==> src/rtl/gbfp_pkg.sv <==
// Shared types and constants of the binary frame parser.
`default_nettype none
package gbfp_pkg;

	localparam logic [7:0] SYNC_BYTE_A    = 8'hB5;
	localparam logic [7:0] SYNC_BYTE_B    = 8'h62;
	localparam logic [7:0] CLS_NAV        = 8'h01;
	localparam logic [7:0] ID_NAV_SOL     = 8'h06;
	localparam logic [7:0] ID_NAV_TIMEUTC = 8'h21;
	localparam logic [7:0] CLS_TIM        = 8'h0D;
	localparam logic [7:0] ID_TIM_TM2     = 8'h03;

	typedef enum logic [3:0] {
		PH_SYNC1 = 4'd0,
		PH_SYNC2 = 4'd1,
		PH_CLASS = 4'd2,
		PH_ID    = 4'd3,
		PH_LEN1  = 4'd4,
		PH_LEN2  = 4'd5,
		PH_DATA  = 4'd6,
		PH_CKA   = 4'd7,
		PH_CKB   = 4'd8
	} phase_t;

	typedef enum logic [1:0] {
		KIND_NAV_SOL     = 2'd0,
		KIND_NAV_TIMEUTC = 2'd1,
		KIND_TIM_TM2     = 2'd2
	} kind_t;

	typedef struct packed {
		phase_t      phase;
		logic [7:0]  class_byte;
		kind_t       kind;
		logic [15:0] remaining;
		logic [7:0]  offset;
		logic [7:0]  sum_a;
		logic [7:0]  sum_b;
	} parse_state_t;

	typedef struct packed {
		logic [3:0] parser_state;
		logic       payload_valid;
		logic [7:0] payload_byte;
		logic [7:0] payload_offset;
		logic [1:0] message_kind;
		logic       frame_done;
		logic       frame_good;
		logic       too_long;
	} parse_result_t;

endpackage
`default_nettype wire

==> src/rtl/gbfp_step.sv <==
// Next-state and result logic of the frame parser for one received byte.
`default_nettype none
module gbfp_step #(
	parameter int MAX_PAYLOAD = 256
) (
	input  gbfp_pkg::parse_state_t  cur,
	input  logic [7:0]              rx_byte,
	input  logic [2:0]              kind_enable,
	output gbfp_pkg::parse_state_t  nxt,
	output gbfp_pkg::parse_result_t res
);
	import gbfp_pkg::*;

	localparam logic [15:0] MaxLen = 16'(MAX_PAYLOAD);

	logic [7:0]  sum_a_add;
	logic [7:0]  sum_b_add;
	logic [15:0] len_full;
	logic [15:0] rem_dec;
	logic [3:0]  enable_ext;

	assign sum_a_add  = cur.sum_a + rx_byte;
	assign sum_b_add  = cur.sum_b + sum_a_add;
	assign len_full   = {rx_byte, cur.remaining[7:0]};
	assign rem_dec    = cur.remaining - 16'd1;
	assign enable_ext = {1'b0, kind_enable};

	always_comb begin
		nxt = cur;
		res = '0;
		unique case (cur.phase)
			PH_SYNC2: begin
				if (rx_byte == SYNC_BYTE_B) begin
					nxt.phase = PH_CLASS;
				end else if (rx_byte == SYNC_BYTE_A) begin
					nxt.phase = PH_SYNC2;
				end else begin
					nxt.phase = PH_SYNC1;
				end
			end
			PH_CLASS: begin
				nxt.class_byte = rx_byte;
				nxt.sum_a      = rx_byte;
				nxt.sum_b      = rx_byte;
				nxt.phase      = PH_ID;
			end
			PH_ID: begin
				nxt.sum_a = sum_a_add;
				nxt.sum_b = sum_b_add;
				if (cur.class_byte == CLS_NAV && rx_byte == ID_NAV_SOL) begin
					nxt.kind  = KIND_NAV_SOL;
					nxt.phase = PH_LEN1;
					res.message_kind = KIND_NAV_SOL;
				end else if (cur.class_byte == CLS_NAV && rx_byte == ID_NAV_TIMEUTC) begin
					nxt.kind  = KIND_NAV_TIMEUTC;
					nxt.phase = PH_LEN1;
					res.message_kind = KIND_NAV_TIMEUTC;
				end else if (cur.class_byte == CLS_TIM && rx_byte == ID_TIM_TM2) begin
					nxt.kind  = KIND_TIM_TM2;
					nxt.phase = PH_LEN1;
					res.message_kind = KIND_TIM_TM2;
				end else begin
					nxt.phase = PH_SYNC1;
				end
			end
			PH_LEN1: begin
				nxt.sum_a     = sum_a_add;
				nxt.sum_b     = sum_b_add;
				nxt.remaining = {8'd0, rx_byte};
				nxt.phase     = PH_LEN2;
				res.message_kind = cur.kind;
			end
			PH_LEN2: begin
				nxt.sum_a     = sum_a_add;
				nxt.sum_b     = sum_b_add;
				nxt.remaining = len_full;
				nxt.offset    = 8'd0;
				res.message_kind = cur.kind;
				if (len_full > MaxLen) begin
					res.too_long = 1'b1;
					nxt.phase    = PH_SYNC1;
				end else if (len_full == 16'd0) begin
					nxt.phase = PH_CKA;
				end else begin
					nxt.phase = PH_DATA;
				end
			end
			PH_DATA: begin
				nxt.sum_a          = sum_a_add;
				nxt.sum_b          = sum_b_add;
				res.payload_valid  = 1'b1;
				res.payload_byte   = rx_byte;
				res.payload_offset = cur.offset;
				res.message_kind   = cur.kind;
				nxt.offset         = cur.offset + 8'd1;
				nxt.remaining      = rem_dec;
				if (rem_dec == 16'd0) begin
					nxt.phase = PH_CKA;
				end
			end
			PH_CKA: begin
				res.message_kind = cur.kind;
				if (rx_byte == cur.sum_a) begin
					nxt.phase = PH_CKB;
				end else begin
					res.frame_done = 1'b1;
					nxt.phase      = PH_SYNC1;
				end
			end
			PH_CKB: begin
				res.message_kind = cur.kind;
				res.frame_done   = 1'b1;
				res.frame_good   = (rx_byte == cur.sum_b) && enable_ext[cur.kind];
				nxt.phase        = PH_SYNC1;
			end
			default: begin
				nxt.phase = (rx_byte == SYNC_BYTE_A) ? PH_SYNC2 : PH_SYNC1;
			end
		endcase
		res.parser_state = nxt.phase;
	end

endmodule
`default_nettype wire

==> src/rtl/gbfp_out_buf.sv <==
// Two-entry output buffer that holds results while the receiver stalls.
`default_nettype none
module gbfp_out_buf (
	input  logic                    clk,
	input  logic                    arst_n,
	input  logic                    push,
	input  gbfp_pkg::parse_result_t push_data,
	output logic                    space,
	output logic                    out_valid,
	input  logic                    out_ready,
	output gbfp_pkg::parse_result_t out_data
);
	import gbfp_pkg::*;

	logic          main_v_q;
	logic          skid_v_q;
	parse_result_t main_q;
	parse_result_t skid_q;
	logic          pop;

	assign pop       = main_v_q && out_ready;
	assign space     = !skid_v_q;
	assign out_valid = main_v_q;
	assign out_data  = main_q;

	always_ff @(posedge clk or negedge arst_n) begin
		if (!arst_n) begin
			main_v_q <= 1'b0;
			skid_v_q <= 1'b0;
		end else begin
			if (!main_v_q) begin
				main_v_q <= push;
			end else if (pop) begin
				if (skid_v_q) begin
					skid_v_q <= push;
				end else begin
					main_v_q <= push;
				end
			end else if (push) begin
				skid_v_q <= 1'b1;
			end
		end
	end

	always_ff @(posedge clk) begin
		if (!main_v_q) begin
			main_q <= push_data;
		end else if (pop) begin
			if (skid_v_q) begin
				main_q <= skid_q;
				skid_q <= push_data;
			end else begin
				main_q <= push_data;
			end
		end else if (push) begin
			skid_q <= push_data;
		end
	end

endmodule
`default_nettype wire

==> src/rtl/gnss_binary_frame_parser_core.sv <==
// Top level of the binary frame parser: input stage, parse state and output buffer.
// The block takes one received byte per input transaction (in_valid, in_ready, rx_byte)
// and returns exactly one result per byte on the output channel (out_valid, out_ready):
// the parser phase after the byte, the payload byte with its offset and message kind,
// and the frame_done, frame_good and too_long flags at the end of a frame.
// The enable mask for the three message kinds is written through the configuration
// channel (cfg_valid, cfg_ready, kind_enable); cfg_ready is always high and a write
// should only be made while no result is outstanding.
// A byte is captured in an input register, the parse step runs on it from there and
// its result lands in the output buffer, which drives out_valid and the result fields.
// One byte per cycle is sustained while the receiver keeps taking results; the parse
// step that updates the frame state is combinational.
// When the receiver stalls, a two-entry output buffer absorbs results and in_ready falls
// only once both entries and the input register are full; nothing is dropped.
// Reset returns the parser to waiting for the first sync byte, clears the checksums,
// empties all stages and sets the enable mask to all kinds enabled.
`default_nettype none
module gnss_binary_frame_parser_core #(
	parameter int MAX_PAYLOAD = 256
) (
	input  logic       clk,
	input  logic       arst_n,
	input  logic       cfg_valid,
	output logic       cfg_ready,
	input  logic [2:0] kind_enable,
	input  logic       in_valid,
	output logic       in_ready,
	input  logic [7:0] rx_byte,
	output logic       out_valid,
	input  logic       out_ready,
	output logic [3:0] parser_state,
	output logic       payload_valid,
	output logic [7:0] payload_byte,
	output logic [7:0] payload_offset,
	output logic [1:0] message_kind,
	output logic       frame_done,
	output logic       frame_good,
	output logic       too_long
);
	import gbfp_pkg::*;

	logic [2:0]    kind_enable_q;
	logic          valid_s1;
	logic [7:0]    rx_byte_s1;
	parse_state_t  state_q;
	parse_state_t  state_nxt;
	parse_result_t step_res;
	parse_result_t buf_data;
	logic          buf_space;
	logic          advance;
	logic          in_fire;

	assign cfg_ready = 1'b1;
	assign advance   = valid_s1 && buf_space;
	assign in_ready  = !valid_s1 || advance;
	assign in_fire   = in_valid && in_ready;

	always_ff @(posedge clk or negedge arst_n) begin
		if (!arst_n) begin
			kind_enable_q <= 3'd7;
		end else if (cfg_valid) begin
			kind_enable_q <= kind_enable;
		end
	end

	always_ff @(posedge clk or negedge arst_n) begin
		if (!arst_n) begin
			valid_s1 <= 1'b0;
		end else if (in_fire) begin
			valid_s1 <= 1'b1;
		end else if (advance) begin
			valid_s1 <= 1'b0;
		end
	end

	always_ff @(posedge clk) begin
		if (in_fire) begin
			rx_byte_s1 <= rx_byte;
		end
	end

	always_ff @(posedge clk or negedge arst_n) begin
		if (!arst_n) begin
			state_q <= '{phase: PH_SYNC1, class_byte: 8'd0, kind: KIND_NAV_SOL,
				remaining: 16'd0, offset: 8'd0, sum_a: 8'd0, sum_b: 8'd0};
		end else if (advance) begin
			state_q <= state_nxt;
		end
	end

	gbfp_step #(
		.MAX_PAYLOAD(MAX_PAYLOAD)
	) u_step (
		.cur        (state_q),
		.rx_byte    (rx_byte_s1),
		.kind_enable(kind_enable_q),
		.nxt        (state_nxt),
		.res        (step_res)
	);

	gbfp_out_buf u_out_buf (
		.clk      (clk),
		.arst_n   (arst_n),
		.push     (advance),
		.push_data(step_res),
		.space    (buf_space),
		.out_valid(out_valid),
		.out_ready(out_ready),
		.out_data (buf_data)
	);

	assign parser_state   = buf_data.parser_state;
	assign payload_valid  = buf_data.payload_valid;
	assign payload_byte   = buf_data.payload_byte;
	assign payload_offset = buf_data.payload_offset;
	assign message_kind   = buf_data.message_kind;
	assign frame_done     = buf_data.frame_done;
	assign frame_good     = buf_data.frame_good;
	assign too_long       = buf_data.too_long;

endmodule
`default_nettype wire
==> config.mk <==
export PLATFORM = sky130hd
export DESIGN_NAME = gnss_binary_frame_parser_core
export DESIGN_NICKNAME = d
export VERILOG_FILES = /design/src/rtl/gbfp_pkg.sv /design/src/rtl/gbfp_step.sv /design/src/rtl/gbfp_out_buf.sv /design/src/rtl/gnss_binary_frame_parser_core.sv
export SDC_FILE = /design/constraint.sdc
export NUM_CORES = 1
export LEC_CHECK = 0
export ABC_AREA = 1
export BUFFER_PORTS_ARGS = -buffer_cell sky130_fd_sc_hd__clkbuf_2
export CORE_MARGIN = 2
export CORE_UTILIZATION = 30
export CTS_BUF_LIST = sky130_fd_sc_hd__clkbuf_8
export DETAILED_ROUTE_END_ITERATION = 12
export MAX_ROUTING_LAYER = met4
export PLACE_DENSITY = 0.49
export SLEW_MARGIN = 20
export SYNTH_ARGS = -nofsm -noshare
export SYNTH_HDL_FRONTEND = slang
export SYNTH_HIERARCHICAL = 1
export SYNTH_SLANG_ARGS = --single-unit
==> constraint.sdc <==
create_clock -name clk -period 3.6 [get_ports clk]
set_input_delay 0.18 -clock clk [delete_from_list [all_inputs] [get_ports clk]]
set_output_delay 0.18 -clock clk [all_outputs]
set_load 0.05 [all_outputs]
Yosys cells after proc, flatten, opt, wreduce, memory -nomap -nowiden

Cells that the tools add are included.

Bits in registers: 120
Output and inout port bits: 29

$add $sub $neg: 4
$lt $le $gt $ge: 2
Eq/ne operators: 19
Multiplexer cells: 42
Bitwise logic cells: 1
Reductions and logical operators: 29

Operators with widths:

| kind                    | count |
|---|---|
| $mux W26                | 6 |
| $pmux W16 S3            | 1 |
| $logic_not A16 Y1       | 2 |
| $pmux W16 S2            | 1 |
| $pmux W4 S8             | 1 |
| $mux W17                | 1 |
| $add A8 B8 Y8           | 2 |
| $eq A4 B3 Y1 const B    | 4 |
| $eq A8 B8 Y1            | 2 |
| $gt A16 B9 Y1 const B   | 1 |
| $mux W4                 | 4 |
| $pmux W8 S2             | 1 |
| $sub A16 B1 Y16 const B | 1 |
| $mux W1                 | 15 |
| $mux W2                 | 6 |
| $reduce_and A2 Y1       | 5 |
| $reduce_bool A2 Y1      | 5 |
| $mux W3                 | 3 |
| $reduce_and A3 Y1       | 3 |
| $add A8 B1 Y8 const B   | 1 |
| $eq A4 B2 Y1 const B    | 2 |
| $eq A8 B1 Y1 const B    | 1 |
| $eq A8 B2 Y1 const B    | 1 |
| $eq A8 B3 Y1 const B    | 1 |
| other kinds (19)        | 27 |

Depth between registers and ports, before layout

Gate-level depths: netlist of run 1.

Word-level depth: 9
Gate-level depth with buffers: 17
Gate-level depth less buffers: 17

Cells and area by module

The synthesis of run 1 kept the hierarchy.

Modules (own cells, without submodules):

| module                        | times used | cells each | area an instance (µm²) | sequential area each (µm²) |
|---|---|---|---|---|
| gnss_binary_frame_parser_core | 1          | 263        | 2,577.5                | 1,695.4 |
| gbfp_step                     | 1          | 479        | 2,544.9                | 0.0 |
| gbfp_out_buf                  | 1          | 155        | 2,060.7                | 1,611.5 |

Worst setup path after synthesis of run 1

OpenSTA, ideal clock, no wires.

Path type: reg2reg
Start: register rx_byte_s1[0]
End: register state_q[7] (netlist bit)
Library setup time: 0.065 ns
Data arrival time: 2.670 ns
Data required time: 3.535 ns
Slack: 0.865 ns
Cell stages (with the launch flop): 17
Path through: edfxtp_1 > ha_1 > fa_1 > a31oi_1 > inv_1 > or2_2 > nand2_1 > inv_1 > ha_1 > a21oi_1 > o21ai_0 > a21oi_1 > nand3b_1 > nand3_1 > nand2_1 > nand3_1 > nand2_1

RTL lines:

| item                   | line                                | RTL |
|---|---|---|
| from (decl)            | gnss_binary_frame_parser_core.sv:44 | `logic [7:0] rx_byte_s1;` |
| from (signal assigned) | gnss_binary_frame_parser_core.sv:78 | `rx_byte_s1 <= rx_byte;` |
| to (signal assigned)   | gnss_binary_frame_parser_core.sv:84 | `state_q <= '{phase: PH_SYNC1, class_byte: 8'd0, kind: KIND_NAV_SOL,` |
| to (signal assigned)   | gnss_binary_frame_parser_core.sv:87 | `state_q <= state_nxt;` |
| to (decl)              | gnss_binary_frame_parser_core.sv:45 | `parse_state_t state_q;` |

==> flow_summary.json, run 1 <==
{
  "io_buffers": 43,
  "power.total_uw": 5250,
  "tightest_slew_ps": 949,
  "gp_congestion": 0.921,
  "synthTopCellsByCount": "nand2_1, nand3_1, inv_1, nor2_1, edfxtp_1",
  "insertion_delay_ps": 460,
  "yosysTopAreaCellShare": 0.251,
  "clock-sinks": 120,
  "hp-class": "input pin to register",
  "cts_resized": 0,
  "cts_buffer_depth": 2,
  "wl_per_cell_um": 15.3,
  "ys.flop_type": "edfxtp_1",
  "cts_setup_buffers": 0,
  "slew_violations": 0,
  "syn_inst": 897,
  "syn_avg_cell_area_um2": 8.01,
  "synth-seq-area-share": 0.460,
  "num_antenna_cells": 0,
  "synth_cell_types": 46,
  "cp.arrival_ps": 3410,
  "track_usage": 0.164,
  "vdd_ir_drop_max_mv": 0.305,
  "drive_above_1_share": 0.132,
  "routed_wl_um": 19600,
  "root_buffer": "clkbuf_8",
  "min_period_over_period": 0.836,
  "p_per_area_nw_per_um2": 637,
  "crit_fanout": 6,
  "grt_antenna_before_repair": 0,
  "core_um2": 23500,
  "cts-buffers-inserted": 17,
  "outcome": "finished clean",
  "cp_data_required_time_ps": 4000,
  "post-route-util": 0.351,
  "grt_max_degree": 56,
  "hpwl_um": 13300,
  "die_area_um2": 25200,
  "synth_edf_count": 60,
  "fin_crit_ps": 3010,
  "worstSetupPathType": "register to register",
  "path_clk_slew_ps": 90,
  "fin_setup_tns_ps": 0,
  "ioPinCount": 45,
  "grt_pass1_wl_um": 32000,
  "htree_num_levels": 4,
  "place_area_um2": 7610,
  "via_count": 6031,
  "p_leak_uw": 0.00405,
  "row_count": 56,
  "synthesis.nets": 932,
  "drt_iter0_drc": 379,
  "final_nets": 985,
  "rsz0062_at_grt": "false",
  "setup_viol": 0,
  "worstSetupStartpointType": "register",
  "hold_buffers": 19,
  "hold_viol": 0,
  "fin_area_um2": 8240,
  "area_delta_synth_final_pct": 14.7,
  "drt-pass1-iter-count": 4,
  "fmax_mhz": 332,
  "die-height_um": 159,
  "globalRouteOverflowTotal": 0,
  "yosys_warnings": 6,
  "die_w_um": 159,
  "synth-seq-cells": 120,
  "drtAntennaViolNets": 0,
  "skew_ps": 13.0,
  "initial_utilization": 0.306,
  "grt_pass1_vias": 5866,
  "cts_tree": "built",
  "async_flop_share": 0.500,
  "drc": 0,
  "synth_area_leaders": "edfxtp_1, dfrtp_1, nand2_1, nand3_1, inv_1",
  "netlist_area_um2": 7180,
  "viasPerCell": 4.70,
  "yosysMostFrequentCell": "nand2_1",
  "relSlewSlack": 0.367,
  "synth_largest_area_cell": "edfxtp_1",
  "cp-end-kind": "register",
  "maxCapViolCount": 0
}
layer usage:
layer | vias to the layer above | GRT usage | part of all wire
li1 | 3073 | - | -
met1 | 2807 | 0.224 | 0.50
met2 | 139 | 0.249 | 0.45
met3 | 12 | 0.0293 | 0.044
met4 | 0 | 0.0475 | 0.0099
met5 | - | - | 0
area by class of cell:
type                            instances  area (µm²)
Clock buffer                           17         234
Clock inverter                         15         203
Fill cell                            2436       15200
Inverter                               92         348
Multi-Input combinational cell        647        3260
Sequential cell                       120        3310
Tap cell                              319         399
Timing Repair Buffer                   72         493
path summary, 6_finish.rpt:
check / start / to / slack [ps] / depth (start not counted)
min in group asynchronous: arst_n / state_q[32]$_DFFE_PN0P_ / 370 / 2
worst max register to register: rx_byte_s1[3]$_DFFE_PP_ / state_q[7]$_DFFE_PN0P_ / 590 / 17
max in group asynchronous: arst_n / kind_enable_q[2]$_DFFE_PN1P_ / 2270 / 3
worst max-delay path: rx_byte_s1[3]$_DFFE_PP_ / state_q[7]$_DFFE_PN0P_ / 590 / 17
worst min register to register: state_q[49]$_DFFE_PN0P_ / state_q[49]$_DFFE_PN0P_ / 470 / 2
worst min-delay path: out_ready / u_out_buf/skid_v_q$_DFFE_PN0P_ / 60 / 4
per-stage QoR:
stage          cells  hold slack [ps]  worst slack [ps]
3_3_place_gp    1231              351               621
6_report        1282             62.1               589
4_1_cts         1282             33.5               589
2_1_floorplan    897             -116               865
5_1_grt         1282             79.1               312
3_5_place_dp    1231              349               608
critical path, cell delays in order, from the launching register on:
cell and delay, ps:
edfxtp_1 500, ha_1 430, a21oi_1 240, inv_1 60
a31oi_1 130, inv_1 60, or2_2 260, nand2_1 90
inv_1 50, ha_1 320, a21oi_1 160, o21ai_0 80
a21oi_1 160, nand3b_1 130, nand3_1 70, nand2_1 60
nand3_1 70, nand2_1 90
placed cells by master, fill, tap and decap left out, types with 2 or more instances in the layout:
cell | netlist | final
nand2_2 | 10 | 10
nor4_1 | 4 | 4
nand2_4 | 3 | 3
o22ai_1 | 5 | 5
xnor2_1 | 3 | 3
inv_6 | 0 | 8
ha_1 | 17 | 17
clkbuf_2 | 0 | 42
nand3_2 | 2 | 2
dfrtp_1 | 57 | 56
dlygate4sd3_1 | 0 | 19
a21oi_1 | 23 | 23
nor2_4 | 3 | 3
o211ai_1 | 9 | 9
nand3_1 | 121 | 121
o221ai_1 | 14 | 14
nor2_2 | 4 | 4
nand3b_1 | 2 | 2
nor2_8 | 2 | 2
inv_1 | 83 | 83
nand4_1 | 10 | 10
inv_8 | 0 | 3
inv_2 | 7 | 7
nor3_1 | 8 | 8
nand2_1 | 289 | 289
buf_4 | 16 | 9
dfstp_2 | 3 | 3
clkbuf_8 | 0 | 17
bufinv_16 | 0 | 3
nor2_1 | 64 | 64
xor2_1 | 12 | 12
fa_1 | 2 | 2
o21ai_0 | 25 | 25
edfxtp_1 | 60 | 60
or2_2 | 3 | 3
registers in the layout (all words and copies together), names as in the netlist:
signal / count
state_q: 54
valid_s1: 1
rx_byte_s1: 8
u_out_buf/out_valid: 1
u_out_buf/skid_q: 26
u_out_buf/skid_v_q: 1
u_out_buf/out_data: 26
kind_enable_q: 3
report_power, final:
group | internal (µW) | switching [µW] | leakage (µW)
Clock | 717 | 663 | 0.000223
Combinational | 473 | 1350 | 0.00240
Sequential | 1830 | 215 | 0.00143
Total | 3020 | 2230 | 0.00405
cell families after synthesis:
group	Yosys count	synth area share
AOI/OAI and AO/OA	84	0.0732
xor gates and xnor gates	15	0.0183
adders and majority gates	19	0.0352
buffers and inverters	130	0.0864
DFF	120	0.460
other	1	0.000522
and+or+nand+nor	528	0.326
(Power assumes the default switching activity.)
==> run 2: changes to the inputs <==
--- a/config.mk
+++ b/config.mk
@@ -5,14 +5,14 @@
 export SDC_FILE = /design/constraint.sdc
 export NUM_CORES = 1
 export LEC_CHECK = 0
-export ABC_AREA = 1
+export ABC_AREA = 0
 export BUFFER_PORTS_ARGS = -buffer_cell sky130_fd_sc_hd__clkbuf_2
 export CORE_MARGIN = 2
 export CORE_UTILIZATION = 30
 export CTS_BUF_LIST = sky130_fd_sc_hd__clkbuf_8
 export DETAILED_ROUTE_END_ITERATION = 12
 export MAX_ROUTING_LAYER = met4
-export PLACE_DENSITY = 0.49
+export PLACE_DENSITY = 0.51
 export SLEW_MARGIN = 20
 export SYNTH_ARGS = -nofsm -noshare
 export SYNTH_HDL_FRONTEND = slang
==> constraint.sdc (replaced) <==
create_clock -name clk -period 2.7 [get_ports clk]
set_input_delay 0.135 -clock clk [delete_from_list [all_inputs] [get_ports clk]]
set_output_delay 0.135 -clock clk [all_outputs]
set_load 0.05 [all_outputs]
==> flow_summary.json, run 2 <==
{
  "cts_buffer_depth": 2,
  "viasPerCell": 4.91,
  "routed_wl_um": 17000,
  "drc": 0,
  "track_usage": 0.147,
  "ys.flop_type": "edfxtp_1",
  "finalHoldWorstSlack_ps": 307,
  "initial_utilization": 0.305,
  "slew_violations": 0,
  "min_period_over_period": 1.13,
  "maxCapViolCount": 0,
  "wl_per_cell_um": 16.2,
  "htree_num_levels": 4,
  "via_count": 5153,
  "rsz0062_at_grt": "true",
  "area_delta_synth_final_pct": 21.6,
  "synthSimpleGateAreaFrac": 0.142,
  "p_leak_uw": 0.00408,
  "syn_inst": 620,
  "synth-seq-area-share": 0.463,
  "setup_viol": 4,
  "hpwl_um": 11700,
  "crit_fanout": 3,
  "regMostFlops": "state_q",
  "synth_compound_area_frac": 0.113,
  "ioPinCount": 45,
  "largest_reg_flops": 54,
  "yosys_warnings": 6,
  "synth-seq-cells": 120,
  "cp_common_cell": "a21oi_2",
  "timing.rr.end": "state_q[7]$_DFFE_PN0P_",
  "p_per_area_nw_per_um2": 414,
  "drt-pass1-iter-count": 4,
  "hp-class": "input pin to async pin",
  "async_flop_share": 0.500,
  "grt-busiest-layer": "met2",
  "final_common_cell": "mux2_4",
  "grt_pass1_vias": 5243,
  "core_um2": 23400,
  "cp_data_required_time_ps": 3080,
  "syn_avg_cell_area_um2": 11.5,
  "r2r_start": "rx_byte_s1[0]$_DFFE_PP_",
  "insertion_delay_ps": 450,
  "outcome": "finished with violations",
  "cts_tree": "built",
  "final.setup.worst_slack_ps": -353,
  "clock-sinks": 120,
  "tightest_slew_ps": 826,
  "fin_crit_ps": 3050,
  "die-height_um": 158,
  "slowest_stage": "edfxtp_1",
  "synth_top_family_by_area": "multiplexers",
  "synth_cell_types": 67,
  "path_cells": "ha_2 > fa_2 > a21o_1 > a21oi_2 > o21bai_1 > a21oi_2 > xnor2_2 > ha_4 > nor3_2 > o21ai_1 > a22o_1 > a2111o_1 > o211ai_1 > mux2_4",
  "yosysTopAreaCellShare": 0.252,
  "hold_viol": 0,
  "worstSetupStartpointType": "register",
  "io_buffers": 43,
  "dpl.cell_count": 998,
  "gp_congestion": 0.878,
  "netlist_area_um2": 7140,
  "skew_ps": 9.53,
  "synth_area_leaders": "edfxtp_1, dfrtp_1, mux2_4, ha_1, mux2_2",
  "synthesis.nets": 655,
  "grt_antenna_before_repair": 0,
  "cp-end-kind": "register",
  "stdcell_count": 1049,
  "grt_use_met1": 0.191,
  "relSlewSlack": 0.449,
  "fmax_mhz": 328,
  "root_buffer": "clkbuf_8",
  "drt_iter0_drc": 356,
  "grt_util_met3": 0.0269,
  "vdd_ir_drop_max_mv": 0.296,
  "synth-xor-area-share": 0.0294,
  "r2r_slack_ps": -350,
  "violations": "setup timing",
  "final_cell_mix": "mux2_4, edfxtp_1, dfrtp_1, buf_4, nand2_1",
  "num_antenna_cells": 0,
  "reg2reg_depth": 14,
  "drtAntennaViolNets": 0,
  "grt_pass1_wl_um": 28100,
  "drive_above_1_share": 0.345,
  "cts-buffers-inserted": 17,
  "synth_mux_area_frac": 0.176,
  "cp.arrival_ps": 3440,
  "path_clk_slew_ps": 80,
  "die_area_um2": 25100,
  "synth_edf_count": 60,
  "row_count": 56,
  "grt_util_met2": 0.234,
  "synth_adder_area_share": 0.0354,
  "post-route-util": 0.371,
  "die_w_um": 158,
  "globalRouteOverflowTotal": 0,
  "synthTopCellsByCount": "mux2_4, edfxtp_1, dfrtp_1, nand2_1, nor2_1",
  "final_nets": 752,
  "grt_max_degree": 55,
  "synth_largest_area_cell": "edfxtp_1",
  "power.total_uw": 3600,
  "worstSetupPathType": "register to register",
  "yosysMostFrequentCell": "mux2_4",
  "max_stage_delay_ps": 430
}
-- run 2: how the worst max path moves through the flow --
stage	from	cells after the start	end	slack (ps)
3_3_place_gp	rx_byte_s1[0]$_DFFE_PP_	14	state_q[7]$_DFFE_PN0P_	-240
6_report	rx_byte_s1[0]$_DFFE_PP_	14	state_q[7]$_DFFE_PN0P_	-350
4_1_cts	rx_byte_s1[0]$_DFFE_PP_	14	state_q[7]$_DFFE_PN0P_	-340
5_1_grt	rx_byte_s1[0]$_DFFE_PP_	14	state_q[7]$_DFFE_PN0P_	-510
2_1_floorplan	rx_byte_s1[0]$_DFFE_PP_	14	state_q[7]$_DFFE_PN0P_	-160
3_5_place_dp	rx_byte_s1[0]$_DFFE_PP_	14	state_q[7]$_DFFE_PN0P_	-300
-- run 2: critical path: cells and delay by family, from the launching register on --
| family | cells | cell delay, ps |
|---|---|---|
| AOI/OAI and AO/OA | 8 | 1390 |
| xor gates and xnor gates | 1 | 110 |
| adders and majority gates | 3 | 790 |
| DFF | 1 | 430 |
| muxes | 1 | 160 |
| and+or+nand+nor | 1 | 110 |
-- run 2: layer usage --
metal  vias up  wire [µm]
li1       2485          -
met1      2541       8100
met2       106       8030
met3        21        587
met4         0        231
met5         -          0
-- run 2: cells by family (layout without fill, tap and decap cells) --
logic type,after synthesis,count (layout)
simple gates,192,192
flops,120,120
compound gates,118,118
mux,89,89
buf+inv,57,167
xor+xnor,24,24
fa+ha+maj,19,19
other cells,1,1
-- run 2: what timing repair did --
action,4_1_cts,5_1_grt
pin swaps,2,17
setup buffers,1,1
hold buffers,17,0
hold endpoints to repair,36,0
setup endpoints to repair,5,10
gates resized for setup,5,20
-- run 2: layout make-up --
type,instances,area (µm²)
clock buffer,17,234
timing repair buffer,115,835
clock inverter,15,153
fill,2321,14700
tap,319,399
inverter,20,75.1
multi-input combinational,443,3690
sequential,120,3310
-- run 2: where the power goes --
group	internal [µW]	switching (µW)	leakage, µW	total (µW)
combinational	33.9	33.4	0.00238	67.3
sequential	1920	3.51	0.00151	1920
clock	820	793	0.000190	1610
-- run 2: stage by stage --
| step | cell area [µm²] | setup TNS [ps] | setup WS [ps] |
|---|---|---|---|
| 3_5_place_dp | 7980 | -837 | -303 |
| 4_1_cts | 8570 | -881 | -338 |
| 2_1_floorplan | 7160 | -156 | -156 |
| 6_report | 8690 | -937 | -353 |
| 3_3_place_gp | 7980 | -635 | -237 |
| 5_1_grt | 8690 | -1480 | -509 |
==> run 3: changes to the inputs <==
--- a/config.mk
+++ b/config.mk
@@ -11,8 +11,9 @@
 export CORE_UTILIZATION = 30
 export CTS_BUF_LIST = sky130_fd_sc_hd__clkbuf_8
 export DETAILED_ROUTE_END_ITERATION = 12
+export GPL_ROUTABILITY_DRIVEN = 0
 export MAX_ROUTING_LAYER = met4
-export PLACE_DENSITY = 0.51
+export PLACE_DENSITY = 0.49
 export SLEW_MARGIN = 20
 export SYNTH_ARGS = -nofsm -noshare
 export SYNTH_HDL_FRONTEND = slang
==> constraint.sdc (replaced) <==
create_clock -name clk -period 3.2 [get_ports clk]
set_input_delay 0.16 -clock clk [delete_from_list [all_inputs] [get_ports clk]]
set_output_delay 0.16 -clock clk [all_outputs]
set_load 0.05 [all_outputs]
==> flow_summary.json, run 3 (synthesis gave the netlist of run 2 again) <==
{
  "outcome": "finished clean",
  "seq_area_um2": 3310,
  "largest_reg_flops": 54,
  "clock-sinks": 120,
  "fin_crit_ps": 3060,
  "row_count": 56,
  "die_w_um": 158,
  "critical_path.top_delay_family": "compound AO/OA/AOI/OAI gates",
  "crit_fanout": 2,
  "drive_above_1_share": 0.298,
  "grt_pass1_vias": 5254,
  "worstSetupStartpointType": "register",
  "rsz0062_at_grt": "true",
  "root_buffer": "clkbuf_8",
  "grt_pass1_wl_um": 27900,
  "cp-end-kind": "register",
  "drt_iter0_drc": 373,
  "die_area_um2": 25100,
  "r2r_start": "rx_byte_s1[0]$_DFFE_PP_",
  "cp_data_required_time_ps": 3580,
  "setup_viol": 0,
  "min_period_over_period": 0.956,
  "fmax_mhz": 327,
  "viasPerCell": 5.07,
  "cts_tree": "built",
  "via_count": 5172,
  "num_antenna_cells": 0,
  "track_usage": 0.148,
  "p_per_area_nw_per_um2": 385,
  "multi_input_area_um2": 3570,
  "path_cells": "ha_2 > fa_2 > a21o_1 > a21oi_2 > o21bai_1 > a21oi_1 > xnor2_1 > ha_1 > nor2_1 > nor2_1 > a22o_1 > a2111o_1 > o211ai_1 > mux2_2",
  "die-height_um": 158,
  "skew_ps": 12.6,
  "final_nets": 724,
  "cp_common_cell": "nor2_1",
  "drc": 0,
  "hp-class": "input pin to async pin",
  "reg2reg_depth": 14,
  "wl_per_cell_um": 16.8,
  "tightest_slew_ps": 716,
  "initial_utilization": 0.305,
  "routed_wl_um": 17200,
  "drtAntennaViolNets": 0,
  "path_buf_inv": 0,
  "stdcell_count": 1021,
  "final_cell_mix": "mux2_4, edfxtp_1, dfrtp_1, nand2_1, clkbuf_2",
  "grt_max_degree": 41,
  "io_buffers": 43,
  "ioPinCount": 45,
  "path_clk_slew_ps": 80,
  "dpl.cell_count": 971,
  "slowest_stage": "edfxtp_1",
  "p_leak_uw": 0.00393,
  "worstSetupPathType": "register to register",
  "globalRouteOverflowTotal": 0,
  "hpwl_um": 11600,
  "power.total_uw": 3220,
  "vdd_ir_drop_max_mv": 0.215,
  "n_fill_cell": 2345,
  "max_stage_delay_ps": 400,
  "final_common_cell": "mux2_4",
  "slew_violations": 0,
  "htree_num_levels": 4,
  "core_um2": 23400,
  "grt_antenna_before_repair": 0,
  "hold_viol": 0,
  "cp.arrival_ps": 3440,
  "timing.rr.end": "state_q[7]$_DFFE_PN0P_",
  "cts-buffers-inserted": 17,
  "regMostFlops": "state_q",
  "cts_buffer_depth": 2,
  "relSlewSlack": 0.519,
  "maxCapViolCount": 0,
  "r2r_slack_ps": 140,
  "insertion_delay_ps": 450,
  "drt-pass1-iter-count": 6,
  "area_delta_synth_final_pct": 17.3
}
## run 3: stage by stage
stage	setup slack [ps]	area (µm²)	hold slack [ps]	TNS [ps]	utilization
2_1_floorplan	178	7140	-136	0	-
3_3_place_gp	66.6	7740	198	0	0.331
3_5_place_dp	28.4	7740	216	0	0.331
4_1_cts	21.6	8350	268	0	0.357
5_1_grt	-31.8	8380	315	-31.8	0.358
6_report	140	8380	266	0	0.358
## run 3: worst max-delay path by stage
| stage | start | end | slack [ps] | depth (start not counted) |
|---|---|---|---|---|
| after floorplan | rx_byte_s1[0]$_DFFE_PP_ | state_q[7]$_DFFE_PN0P_ | 180 | 14 |
| after global placement | rx_byte_s1[0]$_DFFE_PP_ | state_q[7]$_DFFE_PN0P_ | 70 | 14 |
| after detailed placement | rx_byte_s1[0]$_DFFE_PP_ | state_q[7]$_DFFE_PN0P_ | 30 | 13 |
| after CTS | rx_byte_s1[0]$_DFFE_PP_ | state_q[7]$_DFFE_PN0P_ | 20 | 14 |
| after global routing | rx_byte_s1[0]$_DFFE_PP_ | state_q[7]$_DFFE_PN0P_ | -30 | 14 |
| final | rx_byte_s1[0]$_DFFE_PP_ | state_q[7]$_DFFE_PN0P_ | 140 | 14 |
## run 3: metal layers
layer	global-route usage	routed length (µm)	vias to the layer above
li1	-	-	2435
met1	0.188	8150	2574
met2	0.234	8010	130
met3	0.0259	618	33
met4	0.0588	410	0
met5	-	0	-
## run 3: timing repair
| action | 4_1_cts | 5_1_grt |
|---|---|---|
| resized for setup | 2 | 6 |
| pin swaps | 0 | 6 |
| setup endpoints to repair | 1 | 3 |
| hold endpoints to repair | 30 | 0 |
| hold buffers | 17 | 0 |
| setup buffers | 0 | 1 |
## run 3: worst register-to-register path, stage by stage (launching register included)
cell      delay (ps)
edfxtp_1         400
ha_2             210
fa_2             340
a21o_1           180
a21oi_2          150
o21bai_1          70
a21oi_1          160
xnor2_1          170
ha_1             280
nor2_1           120
nor2_1            70
a22o_1           230
a2111o_1         370
o211ai_1          90
mux2_2           170
## run 3: area by class of cell
type                       instances  share of cell area
clock buffer                      18              0.0296
clock inverter                    14              0.0231
inverter                          20             0.00896
multi-input combinational        443               0.426
sequential                       120               0.395
tap                              319              0.0476
timing repair buffer              87              0.0702
## run 3: where the power goes
| part | internal, µW | total [µW] | switching [µW] |
|---|---|---|---|
| Sequential | 1620 | 1620 | 2.65 |
| Combinational | 26.9 | 54.9 | 28.0 |
| Clock | 875 | 1550 | 677 |
| Total | 2520 | 3220 | 707 |
